File: src/hw/rtl/cslr_pkg.sv
// Types and constants of the console serial line register block.
package cslr_pkg;

    typedef enum logic [1:0] {
        MODE_READ  = 2'd0,
        MODE_WRITE = 2'd1,
        MODE_RECV  = 2'd2,
        MODE_TICK  = 2'd3
    } t_mode;

    typedef enum logic [1:0] {
        REG_RXS = 2'd0,
        REG_RXB = 2'd1,
        REG_TXS = 2'd2,
        REG_TXB = 2'd3
    } t_sel;

    typedef struct packed {
        t_mode       mode;
        logic [2:0]  reg_offset;
        logic [15:0] write_data;
        logic [7:0]  rx_char;
    } t_in_word;

    typedef struct packed {
        logic [15:0] read_data;
        logic        tx_valid;
        logic [6:0]  tx_char;
        logic        rx_irq;
        logic        tx_irq;
        logic        bad_access;
    } t_out_word;

    localparam logic [7:0] TX_DELAY_RESET = 8'd32;
    localparam logic [7:0] TX_DELAY_MAX   = 8'd254;
    localparam logic [7:0] TX_WAIT_MAX    = 8'd255;
    localparam logic [7:0] CH_STAR        = 8'd42;
    localparam logic [7:0] CH_STAR_MAP    = 8'd4;
    localparam logic [7:0] CH_DC3         = 8'd19;
    localparam logic [7:0] CH_DC3_MAP     = 8'o034;
    localparam int         BIT_DONE       = 7;
    localparam int         BIT_IE         = 6;

endpackage

File: src/hw/rtl/console_serial_line_registers_core.sv
// Top level of the console serial line register block.
//
// Input channel: i_in_valid / o_in_stall carry one word per cycle: a bus read,
// a bus write, a received character or a transmit tick. A word is taken at a
// rising edge with i_in_valid high and o_in_stall low.
// Output channel: o_out_valid / i_out_stall return exactly one result word for
// every input word, in order.
// Path: a taken word passes through the input register, then the register update
// feeding the result register, which drives o_out_valid.
// Throughput: one word per cycle while i_out_stall is low, set by the single
// update pass between the input register and the result register.
// Stall: while i_out_stall holds a waiting result, the result register and the
// register file hold; the input register still fills, and o_in_stall rises
// only once both stages are occupied.
// Configuration: i_cfg_we writes i_cfg_data into the transmit delay register;
// it takes effect on the next tick processed.
// Reset (i_rst_n low, synchronous): both stages empty, status words return to
// receiver idle and transmitter ready, delay returns to 32 ticks.
module console_serial_line_registers_core (
    input  logic                i_clk,
    input  logic                i_rst_n,
    input  logic                i_in_valid,
    output logic                o_in_stall,
    input  cslr_pkg::t_in_word  i_in_data,
    output logic                o_out_valid,
    input  logic                i_out_stall,
    output cslr_pkg::t_out_word o_out_data,
    input  logic                i_cfg_we,
    input  logic [7:0]          i_cfg_data
);
    import cslr_pkg::*;

    logic       r_in_valid;
    t_in_word   r_in;
    logic       r_out_valid;
    t_out_word  r_out;
    logic [7:0] r_tx_delay;

    logic       advance;
    logic       fire;
    logic       in_take;
    t_out_word  result;

    // Advance the second stage whenever the result register is free or drains.
    assign advance    = !r_out_valid || !i_out_stall;
    assign fire       = r_in_valid && advance;
    assign o_in_stall = r_in_valid && !advance;
    assign in_take    = i_in_valid && !o_in_stall;

    cslr_regs u_regs (
        .i_clk      (i_clk),
        .i_rst_n    (i_rst_n),
        .i_fire     (fire),
        .i_word     (r_in),
        .i_tx_delay (r_tx_delay),
        .o_result   (result)
    );

    // Input register: refill when empty or when its word moves on.
    always_ff @(posedge i_clk) begin
        if (!i_rst_n) begin
            r_in_valid <= 1'b0;
        end else if (!r_in_valid || advance) begin
            r_in_valid <= i_in_valid;
        end
    end

    always_ff @(posedge i_clk) begin
        if (in_take) begin
            r_in <= i_in_data;
        end
    end

    // Result register: hold while stalled, drop valid once taken.
    always_ff @(posedge i_clk) begin
        if (!i_rst_n) begin
            r_out_valid <= 1'b0;
        end else if (advance) begin
            r_out_valid <= r_in_valid;
        end
    end

    always_ff @(posedge i_clk) begin
        if (fire) begin
            r_out <= result;
        end
    end

    always_ff @(posedge i_clk) begin
        if (!i_rst_n) begin
            r_tx_delay <= TX_DELAY_RESET;
        end else if (i_cfg_we) begin
            r_tx_delay <= i_cfg_data;
        end
    end

    assign o_out_valid = r_out_valid;
    assign o_out_data  = r_out;

endmodule

File: src/hw/rtl/cslr_regs.sv
// Register file and update logic for one word of the console serial line.
module cslr_regs (
    input  logic                i_clk,
    input  logic                i_rst_n,
    input  logic                i_fire,
    input  cslr_pkg::t_in_word  i_word,
    input  logic [7:0]          i_tx_delay,
    output cslr_pkg::t_out_word o_result
);
    import cslr_pkg::*;

    // Only the done/ready and interrupt enable bits of the status words can be set.
    logic       r_rx_done, n_rx_done;
    logic       r_rx_ie,   n_rx_ie;
    logic       r_tx_rdy,  n_tx_rdy;
    logic       r_tx_ie,   n_tx_ie;
    logic [7:0] r_rx_buf,  n_rx_buf;
    logic [7:0] r_tx_buf,  n_tx_buf;
    logic [7:0] r_tx_wait, n_tx_wait;

    t_sel       sel;
    logic [7:0] lim;
    logic [7:0] wait_inc;

    assign sel      = t_sel'(i_word.reg_offset[2:1]);
    assign lim      = (i_tx_delay > TX_DELAY_MAX) ? TX_DELAY_MAX : i_tx_delay;
    assign wait_inc = (r_tx_wait < TX_WAIT_MAX) ? (r_tx_wait + 8'd1) : r_tx_wait;

    always_comb begin
        n_rx_done = r_rx_done;
        n_rx_ie   = r_rx_ie;
        n_tx_rdy  = r_tx_rdy;
        n_tx_ie   = r_tx_ie;
        n_rx_buf  = r_rx_buf;
        n_tx_buf  = r_tx_buf;
        n_tx_wait = r_tx_wait;
        o_result  = '0;
        unique case (i_word.mode)
            MODE_READ: begin
                unique case (sel)
                    REG_RXS: begin
                        o_result.read_data[BIT_DONE] = r_rx_done;
                        o_result.read_data[BIT_IE]   = r_rx_ie;
                    end
                    REG_RXB: begin
                        if (r_rx_done) begin
                            n_rx_done          = 1'b0;
                            o_result.read_data = {8'd0, r_rx_buf};
                        end
                    end
                    REG_TXS: begin
                        o_result.read_data[BIT_DONE] = r_tx_rdy;
                        o_result.read_data[BIT_IE]   = r_tx_ie;
                    end
                    REG_TXB: begin
                    end
                    default: begin
                    end
                endcase
            end
            MODE_WRITE: begin
                unique case (sel)
                    REG_RXS: n_rx_ie = i_word.write_data[BIT_IE];
                    REG_RXB: o_result.bad_access = 1'b1;
                    REG_TXS: n_tx_ie = i_word.write_data[BIT_IE];
                    REG_TXB: begin
                        n_tx_buf  = i_word.write_data[7:0];
                        n_tx_rdy  = 1'b0;
                        n_tx_wait = '0;
                    end
                    default: begin
                    end
                endcase
            end
            MODE_RECV: begin
                priority if (i_word.rx_char == CH_STAR) begin
                    n_rx_buf = CH_STAR_MAP;
                end else if (i_word.rx_char == CH_DC3) begin
                    n_rx_buf = CH_DC3_MAP;
                end else begin
                    n_rx_buf = i_word.rx_char;
                end
                n_rx_done       = 1'b1;
                o_result.rx_irq = r_rx_ie;
            end
            MODE_TICK: begin
                if (!r_tx_rdy) begin
                    n_tx_wait = wait_inc;
                    if (wait_inc > lim) begin
                        o_result.tx_valid = 1'b1;
                        o_result.tx_char  = r_tx_buf[6:0];
                        o_result.tx_irq   = r_tx_ie;
                        n_tx_rdy          = 1'b1;
                    end
                end
            end
            default: begin
            end
        endcase
    end

    always_ff @(posedge i_clk) begin
        if (!i_rst_n) begin
            r_rx_done <= 1'b0;
            r_rx_ie   <= 1'b0;
            r_tx_rdy  <= 1'b1;
            r_tx_ie   <= 1'b0;
            r_rx_buf  <= '0;
            r_tx_buf  <= '0;
            r_tx_wait <= '0;
        end else if (i_fire) begin
            r_rx_done <= n_rx_done;
            r_rx_ie   <= n_rx_ie;
            r_tx_rdy  <= n_tx_rdy;
            r_tx_ie   <= n_tx_ie;
            r_rx_buf  <= n_rx_buf;
            r_tx_buf  <= n_tx_buf;
            r_tx_wait <= n_tx_wait;
        end
    end

endmodule

File: config.mk
export PLATFORM = sky130hd
export DESIGN_NAME = console_serial_line_registers_core
export DESIGN_NICKNAME = d
export VERILOG_FILES = /design/src/hw/rtl/cslr_pkg.sv /design/src/hw/rtl/console_serial_line_registers_core.sv /design/src/hw/rtl/cslr_regs.sv
export SDC_FILE = /design/constraint.sdc
export NUM_CORES = 1
export LEC_CHECK = 0
export BUFFER_PORTS_ARGS = -buffer_cell sky130_fd_sc_hd__buf_2
export CAP_MARGIN = 10
export CORE_ASPECT_RATIO = 0.6
export CORE_MARGIN = 2
export CORE_UTILIZATION = 45
export CTS_CLUSTER_SIZE = 16
export DETAILED_ROUTE_END_ITERATION = 10
export PLACE_DENSITY = 0.69
export SETUP_SLACK_MARGIN = 0.2
export SYNTH_ARGS = -nofsm -noshare
export SYNTH_HDL_FRONTEND = slang
export SYNTH_SLANG_ARGS = --single-unit
export TNS_END_PERCENT = 20
File: constraint.sdc
create_clock -name i_clk -period 3 [get_ports i_clk]
set_input_delay 0.15 -clock i_clk [delete_from_list [all_inputs] [get_ports i_clk]]
set_output_delay 0.15 -clock i_clk [all_outputs]
set_load 0.03 [all_outputs]
== After elaboration in Yosys (flattened, before gate mapping) ==
Index checks and enable logic that the tools add are counted.

* $lt $le $gt $ge: 3
* Eq/ne operators: 11
* Multiplexer cells: 17
* Reduce and logical (&&, ||, !) cells: 25
* $add $sub $neg: 1
* Bitwise operators: 2

{| class="wikitable"
|+ Operators with widths
! operator !! count
|-
| $mux 8 || 8
|-
| $reduce_and 3->1 || 6
|-
| $pmux 8 s2 || 1
|-
| $add 8x1->8 const B || 1
|-
| $eq 2x2->1 const B || 4
|-
| $eq 8x5->1 const B || 1
|-
| $eq 8x6->1 const B || 1
|-
| $gt 8x8->1 || 1
|-
| $gt 8x8->1 const B || 1
|-
| $lt 8x8->1 const B || 1
|-
| $pmux 2 s3 || 1
|-
| $logic_not 1->1 || 5
|-
| $mux 1 || 5
|-
| $eq 2x1->1 const B || 2
|-
| $logic_not 2->1 || 2
|-
| $ne 2x2->1 const B || 2
|-
| $pmux 1 s2 || 2
|-
| $reduce_and 2->1 || 2
|-
| $reduce_and 4->1 || 1
|-
| $reduce_bool 2->1 || 2
|-
| $logic_and 1x1->1 || 3
|-
| $reduce_or 3->1 || 1
|-
| $logic_or 1x1->1 || 2
|-
| $ne 2x1->1 const B || 1
|-
| other kinds (2) || 3
|}

* Flip-flop bits (word level): 84
* Input bits: 42
* Word-level logic and storage cells: 81
* Output and inout port bits: 29

== Depth between registers and ports, before layout ==
* Word-level depth: 6
* Gate-level depth with buffers: 11
* Gate-level depth less buffers: 11

== Modules after synthesis ==
A second synthesis with hierarchy kept.

* Cell total of the unflattened synthesis: 318
* Area total of the unflattened synthesis: 3978.8 um2

{| class="wikitable"
|+ By module, submodules not included
! module !! times used !! cells each !! area an instance (um2) !! seq. area each (um2)
|-
| console_serial_line_registers_core || 1 || 89 || 2059.5 || 1881.8
|-
| cslr_regs || 1 || 229 || 1919.3 || 540.5
|}

== Worst setup path after synthesis ==
No wires, ideal clock.

* Kind: flip-flop to flip-flop
* Start point: register u_regs.r_tx_wait[0]
* End point: register r_out (netlist bit o_out_data[1]) (data pin)
* Stages on the path, launching flop included: 11
* Library setup time: 0.131 ns
* Arrival: 2.469 ns
* Buffers on the path: 0
* Path slack: 0.400 ns
* Required time: 2.869 ns
* Period minus slack after synthesis: 2.600 ns
* Cell sequence: dfxtp_1 ha_1 nand4_1 nor2_1 mux2_2 ha_1 nor2b_1 o211ai_1 a211o_1 a21oi_2 and2_1

* Longest elaborated chain between the ends: 5
* Elaborated cells between the ends (all ways): 6
* Classes of those cells: add/sub (1); order compare (2); mux (1); bitwise (1); reduce/logical (1)

{| class="wikitable"
|+ Ends and longest elaborated chain
! what !! RTL line !! source
|-
| start: declaration || cslr_regs.sv:19 || <nowiki>logic [7:0] r_tx_wait, n_tx_wait;</nowiki>
|-
| start signal: assignment || cslr_regs.sv:118 || <nowiki>r_tx_wait <= n_tx_wait;</nowiki>
|-
| $add 8x1->8 or $lt 8x8->1 (tied branches) || cslr_regs.sv:27 || <nowiki>assign wait_inc = (r_tx_wait < TX_WAIT_MAX) ? (r_tx_wait + 8'd1) : r_tx_wait;</nowiki>
|-
| $mux 8 (*) || cslr_regs.sv:27 ||
|-
| $gt 8x8->1 (*) || cslr_regs.sv:89 || <nowiki>if (wait_inc > lim) begin</nowiki>
|-
| $not 1->1 (no source line) (*) || -- ||
|-
| $reduce_or 3->1 (no source line) (*) || -- ||
|-
| end signal: assignment || console_serial_line_registers_core.sv:85 || <nowiki>r_out <= result;</nowiki>
|-
| end: declaration || console_serial_line_registers_core.sv:36 || <nowiki>t_out_word r_out;</nowiki>
|}

Every way passes the cells marked *; elsewhere a longest branch is shown, timed or not.
A chain may end at the register's enable or synchronous reset.

== Worst setup path after layout ==
* Start point: register u_regs.r_tx_wait[2]
* End point: register r_out (netlist bit o_out_data[9]) (data pin)

Same word-level chain as after synthesis.

==> impl_metrics.yaml <==
outcome:
  outcome: "finished, final reports clean"
floorplan:
  die_area_um2: 8190
  die_h_um: 70.9
  row_count: 24
  die_w_um: 116
  floorplan.initialDensity_pct: 46.4
  io_pins: 71
  core_um2: 7240
power_and_ir_drop:
  p_comb_share_pct: 7.5
  power.share.clock_pct: 41.8
  switching_share_pct: 22.9
  p_leak_nw: 1.68
  vdd_drop_max_mv: 0.321
  p_total_mw: 2.25
  powerDensity_nw_per_um2: 535
  switching_power_uw: 515
  p_int_mw: 1.74
  seqPwrFrac_pct: 50.8
clocking:
  path_clk_slew_ns: 0.06
  clk_path_buf_depth: 2
  clkLatencyLatePin_ns: 0.33
  ctsHtreeMaxLevel: 3
  cts_sinks: 75
  post_cts_buffers: 0
  cts_inserted_buffers: 9
  cts_tree: "done"
  cts_root_buffer: "clkbuf_16"
yosys:
  synth.top_cells.by_count: "edfxtp_1 (38), dfxtp_1 (37), nor2b_1 (27)"
  yosysTopAreaCellShare_pct: 34.0
  synth_cells: 294
  ys.warnings.count: 0
  synth_edf_count: 38
  synth_area_leaders: "edfxtp_1 (34%), dfxtp_1 (22%), mux2i_1 (5.4%), nor2b_1 (5.0%), ha_1 (3.4%)"
  synth-seq-area-share_pct: 56.0
  synth_top_cell_by_area: "edfxtp_1"
  syn_avg_cell_area_um2: 11.4
  synthesis.area_um2: 3360
  synthFlopType: "edfxtp_1"
  synth.distinct_cells: 47
  yosysMostFrequentCell: "edfxtp_1"
  ys_ff_latch: 75
  ys_async_sr_fraction_pct: 0
worst_setup_path:
  slowest_delay_ns: 0.41
  cp-end-kind: "register"
  worstSetupPathType: "register to register"
  path_max_fanout: 6
  critPathSlowestCell: "dfxtp_1"
  path_common_cell: "nand3_1"
  crit_arrival_ns: 2.71
  crit_path_cell_trace: "nand3_1 -> nor2_1 -> nand3_1 -> mux2_2 -> ha_1 -> a41o_1 -> o221ai_4 -> a21oi_4 -> and2_1"
  worstSetupStartpointType: "register"
  worstPathRequired_ns: 3.09
timing:
  tightest_slew_ns: 0.937
  fin_crit_ns: 2.63
  tns_ns: 0
  period_share_pct: 87.6
  worst_slack_ns: 0.373
  hold_viol: 0
  max_freq_mhz: 381
  finalClockSkew_ns: 0.00632
  rsz0062_at_grt: "no"
  setup_violations: 0
  max_slew_margin_pct: 37.3
  slew_violations: 0
final_layout:
  final_cells: 478
  multi_input_area_um2: 1430
  layout-drive-gt1-share_pct: 22.2
  n_fill_cell: 607
  seqCellArea_um2: 1880
  area_growth_pct: 25.3
  fin_nets: 420
  final_util_pct: 58.2
  n_antenna_cell: 0
placement:
  dp.cells: 442
  portBuffers: 52
  preCtsSetupSlack_ns: 0.148
  routabilityCongestion: 0.814
  hpwlAfterDp_mm: 4.36
global_routing:
  grt_pass1_vias: 2231
  overflow: 0
  antenna_found_initial: 0
  grt.total_usage_pct: 17.5
  grt_start_max_net_pins: 39
  grt_first_pass_wirelength_mm: 10.7
detailed_routing:
  drt-pass1-iter-count: 4
  drt-vias-per-instance: 5.00
  drc_errors: 0
  vias: 2388
  drt-total-wl_mm: 6.55
  detail-route-antenna-nets: 0
  drt_iter0_markers: 96
  wire_per_inst_um: 13.7
worst_hold_path:
  hold_path_class: "input pin to register"
run:
  max_cap_violations: 0
-- layout make-up --
class,instances,share of cell area [%]
clock buffers,10,5.44
clock inverters,6,0.773
flip-flops and latches,75,44.8
inverters,9,0.803
well taps,104,3.09
multi-input cells,201,34.1
repair buffers,73,11.1
-- stage by stage --
| stage | hold WS, ns | area (um2) |
|---|---|---|
| 2_1_floorplan | 0.249 | 3380 |
| 3_3_place_gp | 0.326 | 3700 |
| 5_1_grt | 0.0528 | 4210 |
| 6_report | 0.0379 | 4210 |
| 3_5_place_dp | 0.328 | 3700 |
| 4_1_cts | 0.0238 | 4160 |
-- cell usage in the layout (no fill, tap or decap), types with 2 or more instances in the layout --
master / synthesis / routed
o211a_1: 3 / 3
nor4_1: 2 / 2
a22oi_1: 2 / 2
clkbuf_16: 0 / 9
buf_4: 8 / 2
buf_2: 1 / 52
conb_1: 1 / 8
nor3_1: 4 / 4
a21oi_1: 13 / 13
o21ai_0: 4 / 4
clkinv_1: 0 / 3
nor2_1: 14 / 13
and2_1: 16 / 16
nor4b_1: 2 / 2
o211ai_1: 2 / 2
nand2_1: 17 / 17
nand3_1: 8 / 8
edfxtp_1: 38 / 38
and3_1: 8 / 8
nand4_1: 4 / 4
ha_1: 9 / 8
dfxtp_2: 0 / 2
mux2i_1: 18 / 18
inv_1: 9 / 9
mux2_2: 3 / 3
dfxtp_1: 37 / 35
a31oi_1: 4 / 4
a21boi_0: 4 / 4
nor2b_1: 27 / 26
o21a_1: 3 / 3
xor2_1: 2 / 2
dlygate4sd3_1: 0 / 19
nand3b_1: 4 / 4
and3b_1: 3 / 3
-- metal layers --
layer | global-route usage (%) | up-vias | wire length, um
li1 | - | 1198 | -
met1 | 24.8 | 1124 | 3380
met2 | 23.7 | 54 | 2710
met3 | 5.48 | 12 | 311
met4 | 9.91 | 0 | 157
met5 | 0 | - | 0
-- power groups by stage --
stage               Combinational (mW)  Sequential, mW  Clock (mW)
floorplan                       0.0931            1.17           0
global placement                 0.144            1.16           0
detailed placement               0.146            1.16           0
CTS                              0.166            1.14       0.970
global route                     0.183            1.15        1.01
finish                           0.168            1.14       0.940
-- sequential cells by signal (all words and copies together), names as in the netlist --
register	cells
r_in_valid	1
u_regs.r_rx_done	1
o_out_valid	1
u_regs.r_tx_rdy	1
u_regs.r_tx_ie	1
u_regs.r_rx_buf	8
r_tx_delay	8
u_regs.r_tx_wait	8
u_regs.r_tx_buf	7
r_in	19
o_out_data	19
u_regs.r_rx_ie	1
-- what timing repair did --
action	4_1_cts	5_1_grt
cloned	0	1
resized for setup	1	8
hold endpoints to repair	19	0
hold buffers	19	0
endpoints found under the setup margin	8	10
pin swaps	0	5
-- worst max-delay path: cells and delay by family (launching register included) --
family | cells | cell delay (ns)
and+or+nand+nor | 4 | 0.61
DFF | 1 | 0.41
adders and majority gates | 1 | 0.34
muxes | 1 | 0.32
AOI/OAI and AO/OA | 3 | 0.69
-- logic make-up after synthesis --
group                      after synthesis  share of synthesized area [%]
and+or+nand+nor                        113                           19.4
DFF                                     75                           56.0
AOI/OAI and AO/OA                       47                           10.3
buffers and inverters                   26                           3.84
muxes                                   21                           6.37
adders and majority gates                9                           3.35
xor gates and xnor gates                 2                          0.522
other                                    1                          0.112
-- final timing paths --
| kind | start | end | slack (ns) | depth (start not counted) |
|---|---|---|---|---|
| min | i_in_valid | r_in_valid$_SDFFE_PN0N_ | 0.04 | 2 |
| max reg2reg | u_regs.r_tx_wait[2]$_SDFFE_PN0P_ | o_out_data[9]$_SDFFCE_PP0P_ | 0.37 | 9 |
| max | u_regs.r_tx_wait[2]$_SDFFE_PN0P_ | o_out_data[9]$_SDFFCE_PP0P_ | 0.37 | 9 |
| min reg2reg | u_regs.r_rx_buf[1]$_SDFFE_PN0P_ | u_regs.r_rx_buf[1]$_SDFFE_PN0P_ | 0.46 | 2 |
(Power assumes the default switching activity.)
